==> src/rtl/core/lse_pkg.sv <==
`default_nettype none
package lse_pkg;

  localparam int unsigned MaxTerms = 64;
  localparam int unsigned TermW = 7;
  localparam int unsigned DataW = 32;
  localparam int unsigned SumW = 40;
  localparam int unsigned DivW = 64;
  localparam int unsigned DivCntW = 6;

  localparam logic [DataW-1:0] PrecisionReset = 32'd1678;
  localparam logic [TermW-1:0] MaxTermsReset = 7'd64;
  localparam logic [TermW-1:0] MaxTermsLimit = 7'(MaxTerms);

  localparam logic CfgPrecision = 1'b0;
  localparam logic CfgMaxTerms = 1'b1;

  typedef struct packed {
    logic start;
    logic [DivW-1:0] dividend;
    logic [DivW-1:0] divisor;
  } div_req_t;

  typedef struct packed {
    logic done;
    logic [DivW-1:0] quotient;
  } div_rsp_t;

endpackage
`default_nettype wire

==> src/rtl/core/lse_divider.sv <==
`default_nettype none
module lse_divider (
  input  wire logic clk,
  input  wire logic rst,
  input  wire lse_pkg::div_req_t req,
  output lse_pkg::div_rsp_t rsp
);

  logic busy;
  logic done;
  logic [lse_pkg::DivCntW-1:0] count;
  logic [lse_pkg::DivW-1:0] quo;
  logic [lse_pkg::DivW-1:0] rem;
  logic [lse_pkg::DivW-1:0] dsr;
  logic [lse_pkg::DivW:0] shifted;
  logic [lse_pkg::DivW:0] diff;

  assign shifted = {rem, quo[lse_pkg::DivW-1]};
  assign diff = shifted - {1'b0, dsr};

  always_ff @(posedge clk) begin
    if (rst) begin
      busy <= 1'b0;
      count <= '0;
      done <= 1'b0;
    end else begin
      done <= 1'b0;
      if (req.start) begin
        busy <= 1'b1;
        count <= '0;
      end else if (busy) begin
        count <= count + 1'b1;
        if (count == lse_pkg::DivCntW'(lse_pkg::DivW - 1)) begin
          busy <= 1'b0;
          done <= 1'b1;
        end
      end
    end
  end

  always_ff @(posedge clk) begin
    if (req.start) begin
      quo <= req.dividend;
      rem <= '0;
      dsr <= req.divisor;
    end else if (busy) begin
      if (!diff[lse_pkg::DivW]) begin
        rem <= diff[lse_pkg::DivW-1:0];
        quo <= {quo[lse_pkg::DivW-2:0], 1'b1};
      end else begin
        rem <= shifted[lse_pkg::DivW-1:0];
        quo <= {quo[lse_pkg::DivW-2:0], 1'b0};
      end
    end
  end

  assign rsp.done = done;
  assign rsp.quotient = quo;

`ifndef SYNTHESIS
  a_done_pulse: assert property (@(posedge clk) disable iff (rst)
    rsp.done |=> !rsp.done) else $error("divider done held");
  a_done_after_busy: assert property (@(posedge clk) disable iff (rst)
    rsp.done |-> !busy) else $error("divider done while busy");
  a_no_restart: assert property (@(posedge clk) disable iff (rst)
    busy && !req.start |=> busy || rsp.done) else $error("divider dropped work");
`endif

endmodule
`default_nettype wire

==> src/rtl/core/log_series_evaluator_unit.sv <==
// Channel    Direction  Handshake          Payload
// x input    in         in_valid/in_stall  x_value
// result     out        out_valid/out_stall log_value, precision_reached, terms_used
// config     in         cfg_valid/cfg_ready cfg_index, cfg_data
// The 64-step shift-subtract divider sets the time; it is shared by the ratio and each term.
// The ratio is divided and then squared; each term is one division and a test, with a multiply before the next term.
// Reset is synchronous on rst and restores the register defaults.
// A stalled result holds; the next item is accepted only after the result transfer.
`default_nettype none
module log_series_evaluator_unit (
  input  wire logic clk,
  input  wire logic rst,
  input  wire logic in_valid,
  output logic in_stall,
  input  wire logic [31:0] x_value,
  output logic out_valid,
  input  wire logic out_stall,
  output logic signed [31:0] log_value,
  output logic precision_reached,
  output logic [6:0] terms_used,
  input  wire logic cfg_valid,
  output logic cfg_ready,
  input  wire logic cfg_index,
  input  wire logic [31:0] cfg_data
);

  typedef enum logic [6:0] {
    S_IDLE  = 7'b0000001,
    S_RDIV  = 7'b0000010,
    S_SQ    = 7'b0000100,
    S_TDIV  = 7'b0001000,
    S_TEST  = 7'b0010000,
    S_MUL   = 7'b0100000,
    S_OUT   = 7'b1000000
  } state_t;

  state_t state;
  logic [31:0] precision_limit;
  logic [6:0] max_terms;
  logic [6:0] limit;
  logic negative;
  logic [30:0] r2;
  logic [31:0] p;
  logic [6:0] n;
  logic [6:0] count;
  logic [lse_pkg::SumW-1:0] sum;
  logic [lse_pkg::SumW-1:0] term;
  logic waiting;
  lse_pkg::div_req_t dreq;
  lse_pkg::div_rsp_t drsp;
  logic [31:0] xa;
  logic [32:0] num;
  logic [30:0] mul_b;
  logic [62:0] prod;
  logic [lse_pkg::SumW-1:0] mag;
  logic [lse_pkg::SumW-1:0] tmag;

  lse_divider u_div (.clk(clk), .rst(rst), .req(dreq), .rsp(drsp));

  assign in_stall = (state != S_IDLE);
  assign cfg_ready = 1'b1;
  assign out_valid = (state == S_OUT);
  assign xa = (x_value == 32'd0) ? 32'd1 : x_value;
  assign num = (xa < 32'h10000) ? 33'(32'h10000 - xa) : 33'(xa - 32'h10000);
  assign mul_b = (state == S_SQ) ? p[30:0] : r2;
  assign prod = 63'(p) * 63'(mul_b);
  assign tmag = (term << 1) >> 7;
  assign mag = (sum << 1) >> 7;

  always_comb begin
    dreq.start = 1'b0;
    dreq.dividend = {num, 31'd0};
    dreq.divisor = 64'(xa) + 64'h10000;
    if (state == S_IDLE) begin
      dreq.start = in_valid;
    end else if (state == S_TDIV && !waiting) begin
      dreq.start = 1'b1;
      dreq.dividend = 64'(p);
      dreq.divisor = 64'(n);
    end
  end

  always_ff @(posedge clk) begin
    if (rst) begin
      state <= S_IDLE;
      precision_limit <= lse_pkg::PrecisionReset;
      max_terms <= lse_pkg::MaxTermsReset;
      waiting <= 1'b0;
    end else begin
      if (cfg_valid) begin
        unique case (cfg_index)
          lse_pkg::CfgPrecision: precision_limit <= cfg_data;
          lse_pkg::CfgMaxTerms: max_terms <= cfg_data[6:0];
          default: ;
        endcase
      end
      unique case (state)
        S_IDLE: begin
          if (in_valid) begin
            negative <= xa < 32'h10000;
            limit <= (max_terms == 7'd0) ? 7'd1 :
                     (max_terms > lse_pkg::MaxTermsLimit) ? lse_pkg::MaxTermsLimit : max_terms;
            state <= S_RDIV;
          end
        end
        S_RDIV: begin
          if (drsp.done) begin
            p <= drsp.quotient[31:0];
            state <= S_SQ;
          end
        end
        S_SQ: begin
          r2 <= 31'(prod >> 31);
          n <= 7'd1;
          count <= 7'd0;
          sum <= '0;
          waiting <= 1'b0;
          state <= S_TDIV;
        end
        S_TDIV: begin
          if (!waiting) begin
            waiting <= 1'b1;
          end else if (drsp.done) begin
            waiting <= 1'b0;
            term <= 40'(drsp.quotient);
            sum <= sum + 40'(drsp.quotient);
            count <= count + 7'd1;
            state <= S_TEST;
          end
        end
        S_TEST: begin
          precision_reached <= tmag < 40'(precision_limit);
          if (tmag < 40'(precision_limit) || count >= limit) begin
            terms_used <= count;
            if (negative) begin
              log_value <= (mag > 40'h80000000) ? 32'sh80000000 : -$signed(mag[31:0]);
            end else begin
              log_value <= (mag > 40'h7FFFFFFF) ? 32'sh7FFFFFFF : $signed(mag[31:0]);
            end
            state <= S_OUT;
          end else begin
            state <= S_MUL;
          end
        end
        S_MUL: begin
          p <= 32'(prod >> 31);
          n <= n + 7'd2;
          state <= S_TDIV;
        end
        S_OUT: begin
          if (!out_stall) state <= S_IDLE;
        end
        default: state <= S_IDLE;
      endcase
    end
  end

`ifndef SYNTHESIS
  a_out_holds: assert property (@(posedge clk) disable iff (rst)
    out_valid && out_stall |=> out_valid && $stable(log_value)) else $error("result changed");
  a_terms_range: assert property (@(posedge clk) disable iff (rst)
    out_valid |-> terms_used != 7'd0 && terms_used <= limit) else $error("term count");
  a_busy: assert property (@(posedge clk) disable iff (rst)
    out_valid |-> in_stall) else $error("accepted while result pending");
`endif

endmodule
`default_nettype wire

==> config.mk <==
export PLATFORM = sky130hd
export DESIGN_NAME = log_series_evaluator_unit
export DESIGN_NICKNAME = d
export VERILOG_FILES = /design/src/rtl/core/lse_pkg.sv /design/src/rtl/core/lse_divider.sv /design/src/rtl/core/log_series_evaluator_unit.sv
export SDC_FILE = /design/constraint.sdc
export NUM_CORES = 2
export LEC_CHECK = 0
export ABC_AREA = 1
export CAP_MARGIN = 15
export CELL_PAD_IN_SITES_DETAIL_PLACEMENT = 1
export CELL_PAD_IN_SITES_GLOBAL_PLACEMENT = 1
export CORE_MARGIN = 1.5
export CORE_UTILIZATION = 54
export DETAILED_ROUTE_END_ITERATION = 8
export DONT_BUFFER_PORTS = 1
export GPL_TIMING_DRIVEN = 0
export PLACE_DENSITY = 0.92
export SLEW_MARGIN = 40
export SYNTH_ARGS = -nofsm -noshare
export SYNTH_HDL_FRONTEND = slang
export SYNTH_HIERARCHICAL = 1
export SYNTH_SLANG_ARGS = --single-unit
==> constraint.sdc <==
create_clock -name clk -period 17.9 [get_ports clk]
set_input_delay 1.79 -clock clk [delete_from_list [all_inputs] [get_ports clk]]
set_output_delay 1.79 -clock clk [all_outputs]
set_load 0.02 [all_outputs]
==> flow_summary.toml <==
[run_status]
run_status = "finished, final reports clean"

[global_route]
globalRouteOverflowTotal = 0
grt_pass1_vias = 62200
maximum_number_of_pins_on_one_net_before_global_route_repair = 42
number_of_antenna_violations_at_the_first_check_in_global_routing = 14
grt_first_pass_wirelength_mm = 381
grtUsageTotal = 0.443

[power_and_ir_drop]
vdd_drop_max_mv = 0.0820
pwr_density_cell_mw_per_mm2 = 59.3
report.power.total_mw = 3.87
total_leakage_power_nw = 33.2

[clocking]
cts_tree = "yes"
cts_buffers = 49
maximum_root_to_sink_buffer_count = 3
cts.sink_count = 443
post-cts-setup-buffer-count = 0
cts.clk_slew.worst_paths_ps = 60
cts_root_buf = "sky130_fd_sc_hd__clkbuf_16"
cts_max_level = 2
cts_hold_buf = 0
clk_lat_worst_skew_ps = 650
postCtsResizedCells = 0

[flow_run]
cap_violations = 0

[route]
vias_per_cell = 5.97
wl_mm = 256
vias = 57802
drt_drc_violations_left = 0
routed_length_per_instance_um = 26.4
drt-initial-drc-count = 5653
postRouteAntennaNets = 0
drt_first_pass_iters = 6

[yosys]
synth_flop_cell = "sky130_fd_sc_hd__edfxtp_1"
synth_seq_cells = 443
netlist_area_mm2 = 0.0611
ys_seq_area_frac = 0.198
syn_avg_cell_area_um2 = 7.61
yosysWarnings = 6
synthDominantCellAreaShare = 0.284
ys_async_sr_fraction = 0
yosys_cell_types = 65
main_area_contributors_after_synthesis = "sky130_fd_sc_hd__fa_1 (28%), sky130_fd_sc_hd__edfxtp_1 (16%), sky130_fd_sc_hd__nand2_1 (12%), sky130_fd_sc_hd__inv_1 (11%), sky130_fd_sc_hd__ha_1 (8.3%)"
area_leader_netlist = "sky130_fd_sc_hd__fa_1"
synth_enable_flop_cells = 324
syn-instance-count = 8032

[die]
dieArea_mm2 = 0.115
fp.coreArea_mm2 = 0.112
floorplan.initialDensity = 0.544
rows = 123
io_pins = 113
die-width_um = 339
die_h_um = 339

[placed_design]
place.port_buffers = 0
place_congestion = 1.06
dp_hpwl_mm = 208
post-place-ws_ps = 7490

[min_path]
hp-start = "u_div/rem[10]$_SDFFE_PP0P_"
worstHoldEndpoint = "u_div/rem[10]$_SDFFE_PP0P_"
worstHoldPathCells = 2
min_path_type = "flop to flop"

[worst_setup_path]
timing.reg2reg.setup_slack_ps = 7050
required_ps = 18220
worstPathMaxFanout = 10
worst_path_most_repeated_cell = "sky130_fd_sc_hd__fa_1"
worst_setup_path_end_kind = "flop"
endpoint_of_the_lowest_slack_register_to_register_path = "p[1]$_DFFE_PP_"
timing.setup.critical_path_class = "flop to flop"
critical-path-slowest-cell = "sky130_fd_sc_hd__clkbuf_1"
crit_path_start_kind = "flop"
crit_path_arrival_time_ps = 11180
r2r.worst_path.cells = 32
rr_startpoint = "state[6]$_SDFFE_PP0P_"
critPathMaxStageDelay_ps = 730

[timing]
period_needed_ps = 10850
post_layout_worst_setup_margin_ps = 7050
fin_tns_setup_ps = 0
finalHoldViolCount = 0
final.setup_skew_ps = 53.2
max_slew.worst_pin.slew_ps = 995
setup_viol = 0
drv_slew = 0
timing.max_slew.rel_slack = 0.337
layout_worst_path_cycle_share = 0.606
unrepaired_setup_endpoints_after_global_routing = "no"
fmax_mhz = 92.1

[finish]
fillers = 14322
drive_above_1_share = 0.0448
area_overhead_vs_synth_pct = 6.84
finish.net_count = 9476
post-route-util = 0.581
metrics by stage:
step	std cells	hold WS (ps)	cell area [um2]
after detailed placement	9584	466	63600
after global placement	9562	446	63100
after floorplan	8062	430	61200
after global routing	9678	497	65300
final	9684	476	65300
after CTS	9675	475	65200
synthesized netlist by cell type, drive strengths merged (3+ instances only):
master / instances
a21o: 6
o2111ai: 3
a21boi: 5
dfxtp: 119
o21bai: 10
and2: 20
o211ai: 19
o41ai: 3
nor4: 28
o21ai: 236
buf: 50
fa: 867
o22ai: 12
nor2: 1006
inv: 1815
xnor2: 36
a211oi: 9
nand3b: 21
a31oi: 14
nand2: 2017
or2: 9
and3: 8
xor2: 51
clkinv: 21
nor3: 53
ha: 403
nand4: 38
nor3b: 5
a21oi: 356
o21a: 24
clkbuf: 214
edfxtp: 324
o221ai: 14
nand3: 205
sequential cells by signal (all words and copies together), names as in the netlist:
| register | flops |
|---|---|
| u_div/dsr | 64 |
| precision_reached | 1 |
| u_div/busy | 1 |
| state | 7 |
| u_div/count | 6 |
| max_terms | 7 |
| terms_used | 7 |
| n | 6 |
| count | 7 |
| log_value | 32 |
| negative | 1 |
| u_div/done | 1 |
| sum | 39 |
| waiting | 1 |
| u_div/rem | 64 |
| precision_limit | 32 |
| r2 | 31 |
| limit | 7 |
| p | 32 |
| u_div/quo | 64 |
| term | 33 |
power breakdown:
group	total [mW]	leakage, nW	internal [mW]	switching [mW]
clock	1.08	0.787	0.599	0.481
combinational	1.31	28.4	0.351	0.955
sequential	1.48	3.98	1.34	0.145
total	3.87	33.2	2.29	1.58
worst max-delay path: cells and delay by family, from the launching register on:
family | cells | cell delay [ps]
adders and majority gates | 9 | 4630
DFF | 1 | 380
AOI/OAI and AO/OA | 6 | 2190
and+or+nand+nor | 9 | 1710
buffers and inverters | 8 | 1640
worst max path at each step:
stage / start / end / slack [ps]
global route: state[6]$_SDFFE_PP0P_ / p[1]$_DFFE_PP_ / 7100
finish: state[6]$_SDFFE_PP0P_ / p[1]$_DFFE_PP_ / 7050
floorplan: state[1]$_SDFFE_PP0P_ / r2[13]$_DFFE_PP_ / 10090
global placement: state[6]$_SDFFE_PP0P_ / r2[17]$_DFFE_PP_ / 7070
detailed placement: state[6]$_SDFFE_PP0P_ / p[1]$_DFFE_PP_ / 7490
CTS: state[1]$_SDFFE_PP0P_ / p[1]$_DFFE_PP_ / 7430
kinds of logic (layout without fill, tap and decap cells):
logic type,after synthesis,count (layout),synth area share
adder cells (fa/ha/maj),1270,1270,0.367
flip-flops,443,443,0.198
XOR/XNOR,87,87,0.0125
AND/OR/NAND/NOR,3410,3410,0.225
other,2,40,0.000123
buffers and inverters,2100,2214,0.132
AO/OA/AOI/OAI,720,720,0.0655
area by class of cell:
class	count	area [um2]	share of cell area
plain buffers	264	1260	0.0194
well taps	1500	1880	0.0288
diodes	8	20.0	0.000307
flip-flops and latches	443	12100	0.186
inverters	1836	6900	0.106
repair buffers	23	267	0.00408
multi-input cells	5519	41200	0.631
clock inverters	27	319	0.00489
clock buffers	64	1320	0.0203
cells in the final DEF (no fill, tap or decap), types with 49 or more instances in the layout:
cell	n
sky130_fd_sc_hd__dfxtp_1	119
sky130_fd_sc_hd__fa_1	867
sky130_fd_sc_hd__nor2_1	983
sky130_fd_sc_hd__nand3_1	198
sky130_fd_sc_hd__o21ai_0	220
sky130_fd_sc_hd__ha_1	403
sky130_fd_sc_hd__nor3_1	49
sky130_fd_sc_hd__clkbuf_16	49
sky130_fd_sc_hd__edfxtp_1	324
sky130_fd_sc_hd__nand2_1	1973
sky130_fd_sc_hd__xor2_1	51
sky130_fd_sc_hd__clkbuf_1	138
sky130_fd_sc_hd__clkbuf_2	87
sky130_fd_sc_hd__inv_1	1797
sky130_fd_sc_hd__a21oi_1	344
routing by layer:
metal,routed length [um],track usage,vias up,share of wire
li1,-,-,24350,-
met1,93200,0.550,28794,0.36
met2,114000,0.693,3574,0.44
met3,30300,0.123,1060,0.12
met4,18300,0.262,24,0.071
met5,164,0,-,0.00064
No activity file was read; power rests on OpenSTA's default activity.
